**src/rtl/core/dtq_pkg.sv**
```systemverilog
// Package for the deadline timer queue: word types, constants and controller states.
`default_nettype none
package dtq_pkg;

  localparam int QUEUE_DEPTH_DEF = 16;
  localparam int TIME_BITS_DEF   = 48;
  localparam int MAX_RESULTS     = 16;
  localparam int FIELD_TIME_W    = 48;
  localparam int HANDLE_W        = 8;
  localparam int OCC_W           = 5;

  localparam logic OP_INSERT = 1'b0;
  localparam logic OP_TICK   = 1'b1;

  typedef struct packed {
    logic                    operation;
    logic [FIELD_TIME_W-1:0] now_ms;
    logic [31:0]             relative_timeout;
    logic [HANDLE_W-1:0]     handle;
  } dtq_in_t;

  typedef struct packed {
    logic                    expired_valid;
    logic [HANDLE_W-1:0]     expired_handle;
    logic [FIELD_TIME_W-1:0] expired_deadline;
    logic                    last;
    logic                    queue_empty;
    logic [FIELD_TIME_W-1:0] earliest_deadline;
    logic                    overflow;
    logic [OCC_W-1:0]        occupancy;
  } dtq_out_t;

  typedef struct packed {
    logic ins;
    logic pop;
  } dtq_ctrl_t;

  typedef enum logic [1:0] {
    ST_IDLE,
    ST_INSERT,
    ST_TICK
  } dtq_state_t;

endpackage
`default_nettype wire

```
**src/rtl/core/deadline_timer_queue.sv**
```systemverilog
// Sorted deadline timer queue: a row of shifting cells under one controller.
// Insert: busy in ST_INSERT, whose result word is registered; ticks emit from ST_TICK.
// Tick: one word per expired timer, up to MAX_RESULTS, else a single status word;
// words come one per cycle, set by the single pop per cycle through the cell row.
// Results are strobed by result_valid for one cycle each; the receiver cannot stall.
// Synchronous reset empties the queue and idles the controller; slot contents persist.
`default_nettype none
module deadline_timer_queue #(
  parameter int QUEUE_DEPTH = dtq_pkg::QUEUE_DEPTH_DEF,
  parameter int TIME_BITS   = dtq_pkg::TIME_BITS_DEF
) (
  input  wire                    clk,
  input  wire                    rst,
  input  wire                    start,
  output logic                   busy,
  input  wire  dtq_pkg::dtq_in_t request,
  output logic                   result_valid,
  output dtq_pkg::dtq_out_t      result
);
  import dtq_pkg::*;

  localparam int CW = $clog2(QUEUE_DEPTH + 1);

  dtq_ctrl_t            ctrl;
  logic [CW-1:0]        count;
  logic [TIME_BITS-1:0] new_d;
  logic [HANDLE_W-1:0]  new_h;
  logic [TIME_BITS-1:0] cell_d    [QUEUE_DEPTH];
  logic [HANDLE_W-1:0]  cell_h    [QUEUE_DEPTH];
  logic                 cell_keep [QUEUE_DEPTH];

  dtq_ctrl #(
    .QUEUE_DEPTH(QUEUE_DEPTH),
    .TIME_BITS  (TIME_BITS)
  ) u_ctrl (
    .clk         (clk),
    .rst         (rst),
    .start       (start),
    .busy        (busy),
    .request     (request),
    .result_valid(result_valid),
    .result      (result),
    .ctrl        (ctrl),
    .count       (count),
    .new_d       (new_d),
    .new_h       (new_h),
    .head_d      (cell_d[0]),
    .second_d    (cell_d[1]),
    .head_h      (cell_h[0]),
    .head_keep   (cell_keep[0])
  );

  for (genvar i = 0; i < QUEUE_DEPTH; i++) begin : g_cell
    logic                 lk;
    logic [TIME_BITS-1:0] ld, rd;
    logic [HANDLE_W-1:0]  lh, rh;

    if (i == 0) begin : g_first
      assign lk = 1'b1;
      assign ld = new_d;
      assign lh = new_h;
    end else begin : g_mid
      assign lk = cell_keep[i-1];
      assign ld = cell_d[i-1];
      assign lh = cell_h[i-1];
    end

    if (i == QUEUE_DEPTH - 1) begin : g_end
      assign rd = '0;
      assign rh = '0;
    end else begin : g_inner
      assign rd = cell_d[i+1];
      assign rh = cell_h[i+1];
    end

    dtq_cell #(
      .TIME_BITS(TIME_BITS)
    ) u_cell (
      .clk      (clk),
      .ctrl     (ctrl),
      .occ      (CW'(i) < count),
      .new_d    (new_d),
      .new_h    (new_h),
      .left_keep(lk),
      .left_d   (ld),
      .left_h   (lh),
      .right_d  (rd),
      .right_h  (rh),
      .d        (cell_d[i]),
      .h        (cell_h[i]),
      .keep     (cell_keep[i])
    );
  end

endmodule
`default_nettype wire

```
**src/rtl/core/dtq_cell.sv**
```systemverilog
// One slot of the sorted queue: holds a deadline and handle, shifts left or right.
`default_nettype none
module dtq_cell #(
  parameter int TIME_BITS = dtq_pkg::TIME_BITS_DEF
) (
  input  wire                              clk,
  input  wire  dtq_pkg::dtq_ctrl_t         ctrl,
  input  wire                              occ,
  input  wire  [TIME_BITS-1:0]             new_d,
  input  wire  [dtq_pkg::HANDLE_W-1:0]     new_h,
  input  wire                              left_keep,
  input  wire  [TIME_BITS-1:0]             left_d,
  input  wire  [dtq_pkg::HANDLE_W-1:0]     left_h,
  input  wire  [TIME_BITS-1:0]             right_d,
  input  wire  [dtq_pkg::HANDLE_W-1:0]     right_h,
  output logic [TIME_BITS-1:0]             d,
  output logic [dtq_pkg::HANDLE_W-1:0]     h,
  output logic                             keep
);
  import dtq_pkg::*;

  // keep: this slot holds an entry due no later than the incoming one
  assign keep = occ && (d <= new_d);

  always_ff @(posedge clk) begin
    priority if (ctrl.pop) begin
      d <= right_d;
      h <= right_h;
    end else if (ctrl.ins && !keep) begin
      if (left_keep) begin
        d <= new_d;
        h <= new_h;
      end else begin
        d <= left_d;
        h <= left_h;
      end
    end
  end

endmodule
`default_nettype wire

```
**src/rtl/core/dtq_ctrl.sv**
```systemverilog
// Controller: accepts commands, sequences insert and tick, registers result words.
`default_nettype none
module dtq_ctrl #(
  parameter int QUEUE_DEPTH = dtq_pkg::QUEUE_DEPTH_DEF,
  parameter int TIME_BITS   = dtq_pkg::TIME_BITS_DEF,
  localparam int CW         = $clog2(QUEUE_DEPTH + 1)
) (
  input  wire                          clk,
  input  wire                          rst,
  input  wire                          start,
  output logic                         busy,
  input  wire  dtq_pkg::dtq_in_t       request,
  output logic                         result_valid,
  output dtq_pkg::dtq_out_t            result,
  output dtq_pkg::dtq_ctrl_t           ctrl,
  output logic [CW-1:0]                count,
  output logic [TIME_BITS-1:0]         new_d,
  output logic [dtq_pkg::HANDLE_W-1:0] new_h,
  input  wire  [TIME_BITS-1:0]         head_d,
  input  wire  [TIME_BITS-1:0]         second_d,
  input  wire  [dtq_pkg::HANDLE_W-1:0] head_h,
  input  wire                          head_keep
);
  import dtq_pkg::*;

  localparam int SUM_W = ((TIME_BITS > 32) ? TIME_BITS : 32) + 1;
  localparam logic [TIME_BITS-1:0] TIME_TOP = {TIME_BITS{1'b1}};
  localparam int NW = $clog2(MAX_RESULTS + 1);

  dtq_state_t           state, state_next;
  logic [CW-1:0]        count_next;
  logic [NW-1:0]        n_pop, n_pop_next;
  logic [TIME_BITS-1:0] now_reg;
  logic [TIME_BITS-1:0] now_in;
  logic [SUM_W-1:0]     sum;
  logic                 accept, full, due, tick_last;
  dtq_out_t             result_next;
  logic                 emit;

  assign busy   = (state != ST_IDLE);
  assign accept = start && !busy;
  assign now_in = TIME_BITS'(request.now_ms);
  assign sum    = SUM_W'(now_in) + SUM_W'(request.relative_timeout);
  assign full   = (count == CW'(QUEUE_DEPTH));
  assign due    = (count != '0) && (head_d <= now_reg) && (n_pop != NW'(MAX_RESULTS));
  assign tick_last = (n_pop == NW'(MAX_RESULTS - 1)) || (count == CW'(1))
                     || (second_d > now_reg);

  always_comb begin
    state_next = state;
    unique case (state)
      ST_IDLE: begin
        if (accept) begin
          state_next = (request.operation == OP_TICK) ? ST_TICK : ST_INSERT;
        end
      end
      ST_INSERT: state_next = ST_IDLE;
      ST_TICK: begin
        if (!due || tick_last) begin
          state_next = ST_IDLE;
        end
      end
      default: state_next = ST_IDLE;
    endcase
  end

  always_comb begin
    ctrl        = '0;
    count_next  = count;
    n_pop_next  = n_pop;
    emit        = 1'b0;
    result_next = '0;
    result_next.last              = 1'b1;
    result_next.queue_empty       = (count == '0);
    result_next.earliest_deadline = (count == '0) ? '0 : FIELD_TIME_W'(head_d);
    result_next.occupancy         = OCC_W'(count);
    unique case (state)
      ST_IDLE: n_pop_next = '0;
      ST_INSERT: begin
        emit = 1'b1;
        if (full) begin
          result_next.overflow = 1'b1;
        end else begin
          ctrl.ins   = 1'b1;
          count_next = count + CW'(1);
          result_next.queue_empty       = 1'b0;
          result_next.earliest_deadline = FIELD_TIME_W'(head_keep ? head_d : new_d);
          result_next.occupancy         = OCC_W'(count_next);
        end
      end
      ST_TICK: begin
        emit = 1'b1;
        if (due) begin
          ctrl.pop   = 1'b1;
          count_next = count - CW'(1);
          n_pop_next = n_pop + NW'(1);
          result_next.expired_valid     = 1'b1;
          result_next.expired_handle    = head_h;
          result_next.expired_deadline  = FIELD_TIME_W'(head_d);
          result_next.last              = tick_last;
          result_next.queue_empty       = (count_next == '0);
          result_next.earliest_deadline =
            (count_next == '0) ? '0 : FIELD_TIME_W'(second_d);
          result_next.occupancy         = OCC_W'(count_next);
        end
      end
      default: ;
    endcase
  end

  always_ff @(posedge clk) begin
    if (rst) begin
      state        <= ST_IDLE;
      count        <= '0;
      n_pop        <= '0;
      result_valid <= 1'b0;
    end else begin
      state        <= state_next;
      count        <= count_next;
      n_pop        <= n_pop_next;
      result_valid <= emit;
    end
  end

  always_ff @(posedge clk) begin
    if (accept) begin
      now_reg <= now_in;
      new_d   <= (sum > SUM_W'(TIME_TOP)) ? TIME_TOP : sum[TIME_BITS-1:0];
      new_h   <= request.handle;
    end
    if (emit) begin
      result <= result_next;
    end
  end

endmodule
`default_nettype wire

```
**config.mk**
```make
export PLATFORM = sky130hd
export DESIGN_NAME = deadline_timer_queue
export DESIGN_NICKNAME = d
export VERILOG_FILES = /design/src/rtl/core/dtq_pkg.sv /design/src/rtl/core/deadline_timer_queue.sv /design/src/rtl/core/dtq_cell.sv /design/src/rtl/core/dtq_ctrl.sv
export SDC_FILE = /design/constraint.sdc
export NUM_CORES = 2
export LEC_CHECK = 0
export BUFFER_PORTS_ARGS = -buffer_cell sky130_fd_sc_hd__buf_2
export CAP_MARGIN = 40
export CORE_MARGIN = 2
export CORE_UTILIZATION = 35
export DETAILED_ROUTE_END_ITERATION = 8
export PLACE_DENSITY = 0.59
export SLEW_MARGIN = 20
export SYNTH_ARGS = -nofsm -noshare
export SYNTH_HDL_FRONTEND = slang
export SYNTH_SLANG_ARGS = --single-unit
```
**constraint.sdc**
```tcl
create_clock -name clk -period 7.65 [get_ports clk]
set_clock_uncertainty 0.2 [all_clocks]
set_input_delay 0.765 -clock clk [delete_from_list [all_inputs] [get_ports clk]]
set_output_delay 0.765 -clock clk [all_outputs]
set_load 0.01 [all_outputs]
```
==> run_results.csv <==
group,metric,value,unit
floorplan,die_w,467,um
clocking,cts_buffer_depth,3,
yosys,synth_top_family_by_area,"compound AO/OA/AOI/OAI gates",
yosys,synth_cell_types,85,
floorplan,rows,169,
detailed_routing,drc,0,
sta,holdWs,47.0,ps
yosys,muxShareOfSynthArea,0.103,
yosys,synth_async_sr_flop_share,0,
sta,hold_viol,0,
power,finalPower,16.5,mW
sta,drv_slew,0,
yosys,synth_xor_area_frac,0.00421,
cells_and_area,reg.largest.list,"g_cell.u_cell.d: 768 flops, g_cell.u_cell.h: 128 flops, u_ctrl.result: 113 flops",
clocking,post_cts_buffers,0,
cells_and_area,drive_gt1_frac,0.0883,
yosys,yosysWarnings,0,
clocking,cts_tree,"yes",
cells_and_area,area_growth_syn_to_layout,12.4,%
sta,setup_viol,0,
global_routing,grt.total_usage,0.218,
cells_and_area,largest-register,"g_cell.u_cell.d",
clocking,clock_latency,790,ps
detailed_routing,viasPerCell,5.68,
yosys,synthSimpleGateAreaFrac,0.111,
power,p_leak,33.7,nW
setup_path,worst_path_largest_cell_delay,780,ps
sta,rsz0062_at_grt,"false",
yosys,synth_fa_ha_area_frac,0.151,
global_routing,grt_max_degree,260,
yosys,ys_seq_elements,1126,
global_routing,antenna_found_initial,4,
place,preCtsSetupSlack,1890,ps
sta,fmax,172,MHz
setup_path,r2r_slack,1830,ps
setup_path,cp_cell_sequence,"inv_1, ha_1, a21o_1, a21o_1, a21oi_1, o31ai_1, buf_2, a221oi_1, nand3_1, nand2_4, buf_4, mux2i_1, o21ai_0",
cells_and_area,final_cell_area,84200,sq um
setup_path,worst_path_max_delay_cell,"edfxtp_1",
global_routing,grt_pass1_wl,365,mm
place,gp_congestion,0.943,
power,power_density,196,nW/um^2
cells_and_area,largest_reg_flops,768,
setup_path,path_delay_family,"buffers and inverters",
cells_and_area,nets,8334,
detailed_routing,wirelength,245,mm
sta,min_period,5820,ps
hold_path,hold_path_depth,1,
setup_path,r2r_cells,13,
clocking,htree_levels,3,
place,io_buffers,206,
setup_path,crit_required,7950,ps
yosys,synth-seq-area-share,0.442,
setup_path,cp-end-kind,"flop",
yosys,synthFlopType,"edfxtp_1",
sta,tightest_slew,1110,ps
clocking,numCtsBuffers,121,
sta,min_period_over_period,0.760,
setup_path,cp.depth,13,
yosys,synth_cells,7230,
yosys,synth_compound_gate_area_share,0.152,
setup_path,critical_path_class,"reg2reg",
clocking,clk_pin_slew,70,ps
cells_and_area,multi_input_area,39500,sq um
detailed_routing,drt-initial-drc-count,6078,
yosys,syn_nets,8228,
detailed_routing,drtPass1Iterations,6,
run_status,status,"finished clean",
yosys,synth_edf_count,1057,
setup_path,crit_fanout,44,
setup_path,cpMostUsedCell,"a21o_1",
cells_and_area,fillers,20500,
detailed_routing,drtAntennaViolNets,0,
floorplan,start_util,0.353,
sta,max_slew_margin,0.259,
setup_path,start_kind,"flop",
floorplan,core,213000,sq um
flow_run,drv_cap,0,
sta,setup_ws,1830,ps
clocking,root_buffer,"clkbuf_16",
clocking,cts_sinks,1126,
place,placed_cell_area,79400,sq um
floorplan,die_area,218000,sq um
floorplan,fp.dieH,467,um
setup_path,critPathBufInv,3,
global_routing,first_global_vias,56400,
yosys,syn_area,74900,sq um
detailed_routing,via_count,58300,
setup_path,cp.arrival,6110,ps
detailed_routing,wl_per_cell,23.9,um
yosys,postSynthAreaPerCell,10.4,sq um
global_routing,overflow,0,
power,vdd_drop_max,0.237,mV
floorplan,io_pins,207,
hold_path,min_path_type,"in2reg",
place,dp_hpwl,182,mm
cells_and_area,register_area,33100,sq um
sta,finalSetupTns,0,ps
-- power by group --
| group | total, mW | internal (mW) | switching, mW |
|---|---|---|---|
| sequential | 7.53 | 7.16 | 0.368 |
| combinational | 2.86 | 1.06 | 1.80 |
| clock | 6.15 | 3.43 | 2.72 |
| total | 16.5 | 11.7 | 4.89 |
-- final timing paths --
path,from,to
hold / removal,request[72],u_ctrl.now_reg[32]$_DFFE_PP_
hold reg to reg,u_ctrl.n_pop[4]$_SDFFE_PP0P_,u_ctrl.n_pop[4]$_SDFFE_PP0P_
setup / recovery,u_ctrl.new_d[36]$_SDFFCE_PN1P_,g_cell[6].u_cell.h[3]$_DFFE_PP_
setup reg to reg,u_ctrl.new_d[36]$_SDFFCE_PN1P_,g_cell[6].u_cell.h[3]$_DFFE_PP_
-- layer usage --
metal / GRT usage / vias up / routed length (um)
met4: 0.0953 / 2 / 10800
met5: 0 / - / 13
li1: - / 27400 / -
met2: 0.339 / 2236 / 108000
met3: 0.0313 / 403 / 17300
met1: 0.301 / 28300 / 109000
-- per-stage QoR --
step	cells	util
floorplan	7230	-
global placement	9938	0.372
detailed placement	9967	0.374
CTS	10200	0.395
global route	10300	0.396
finish	10300	0.396
-- final cells by class --
cell class                 count  share of cell area
clock buffer                 152              0.0378
timing repair buffer         455              0.0413
multi-input combinational   5483               0.469
inverter                     149             0.00683
sequential                  1126               0.393
tap                         2821              0.0419
clock inverter                76             0.00985
antenna                        1           0.0000297
-- synth_stat cells (all sizes together) (19+ instances only) --
| cell | number | area share |
|---|---|---|
| and2 | 71 | 0.0059 |
| o21ai | 972 | 0.065 |
| nor2 | 189 | 0.0095 |
| and3 | 74 | 0.0062 |
| a22o | 50 | 0.0058 |
| buf | 180 | 0.014 |
| o21a | 27 | 0.0027 |
| and4 | 24 | 0.0028 |
| ha | 905 | 0.15 |
| a21o | 198 | 0.020 |
| xnor2 | 23 | 0.0027 |
| inv | 148 | 0.0074 |
| nand2 | 1034 | 0.052 |
| nor4 | 29 | 0.0025 |
| a2111oi | 19 | 0.0026 |
| a21oi | 425 | 0.029 |
| dfxtp | 69 | 0.018 |
| mux2i | 769 | 0.10 |
| edfxtp | 1057 | 0.42 |
| nor3 | 46 | 0.0032 |
| o211ai | 27 | 0.0027 |
| a211oi | 34 | 0.0034 |
| a31oi | 20 | 0.0017 |
| clkbuf | 292 | 0.015 |
| nor2b | 63 | 0.0053 |
| a221oi | 79 | 0.0092 |
| nand4 | 170 | 0.014 |
| nand3 | 80 | 0.0054 |
-- cell usage in the layout (no fill, tap or decap), drive strengths merged, types with 52 or more instances in the layout --
master,count
edfxtp,1057
nand2,1034
o21ai,972
ha,905
mux2i,769
a21oi,425
buf,403
a21o,198
nor2,189
nand4,170
clkbuf,152
inv,151
nand3,80
a221oi,79
and3,74
and2,71
dfxtp,69
nor2b,63
clkinv,53
dlygate4sd3,52
-- logic make-up (layout without fill, tap and decap cells) --
family	count (synthesis)	in the layout
DFF	1126	1126
buffers and inverters	621	832
AOI/OAI and AO/OA	1948	1948
xor gates and xnor gates	36	36
muxes	773	773
other	0	1
adders and majority gates	906	906
and+or+nand+nor	1820	1820
-- repair_timing --
| action | 4_1_cts | 5_1_grt |
|---|---|---|
| endpoints found under the hold margin | 52 | 0 |
| gates resized for setup | 0 | 0 |
| endpoints found under the setup margin | 0 | 0 |
| hold buffers | 52 | 0 |
Power figures use the tool's default switching activity.
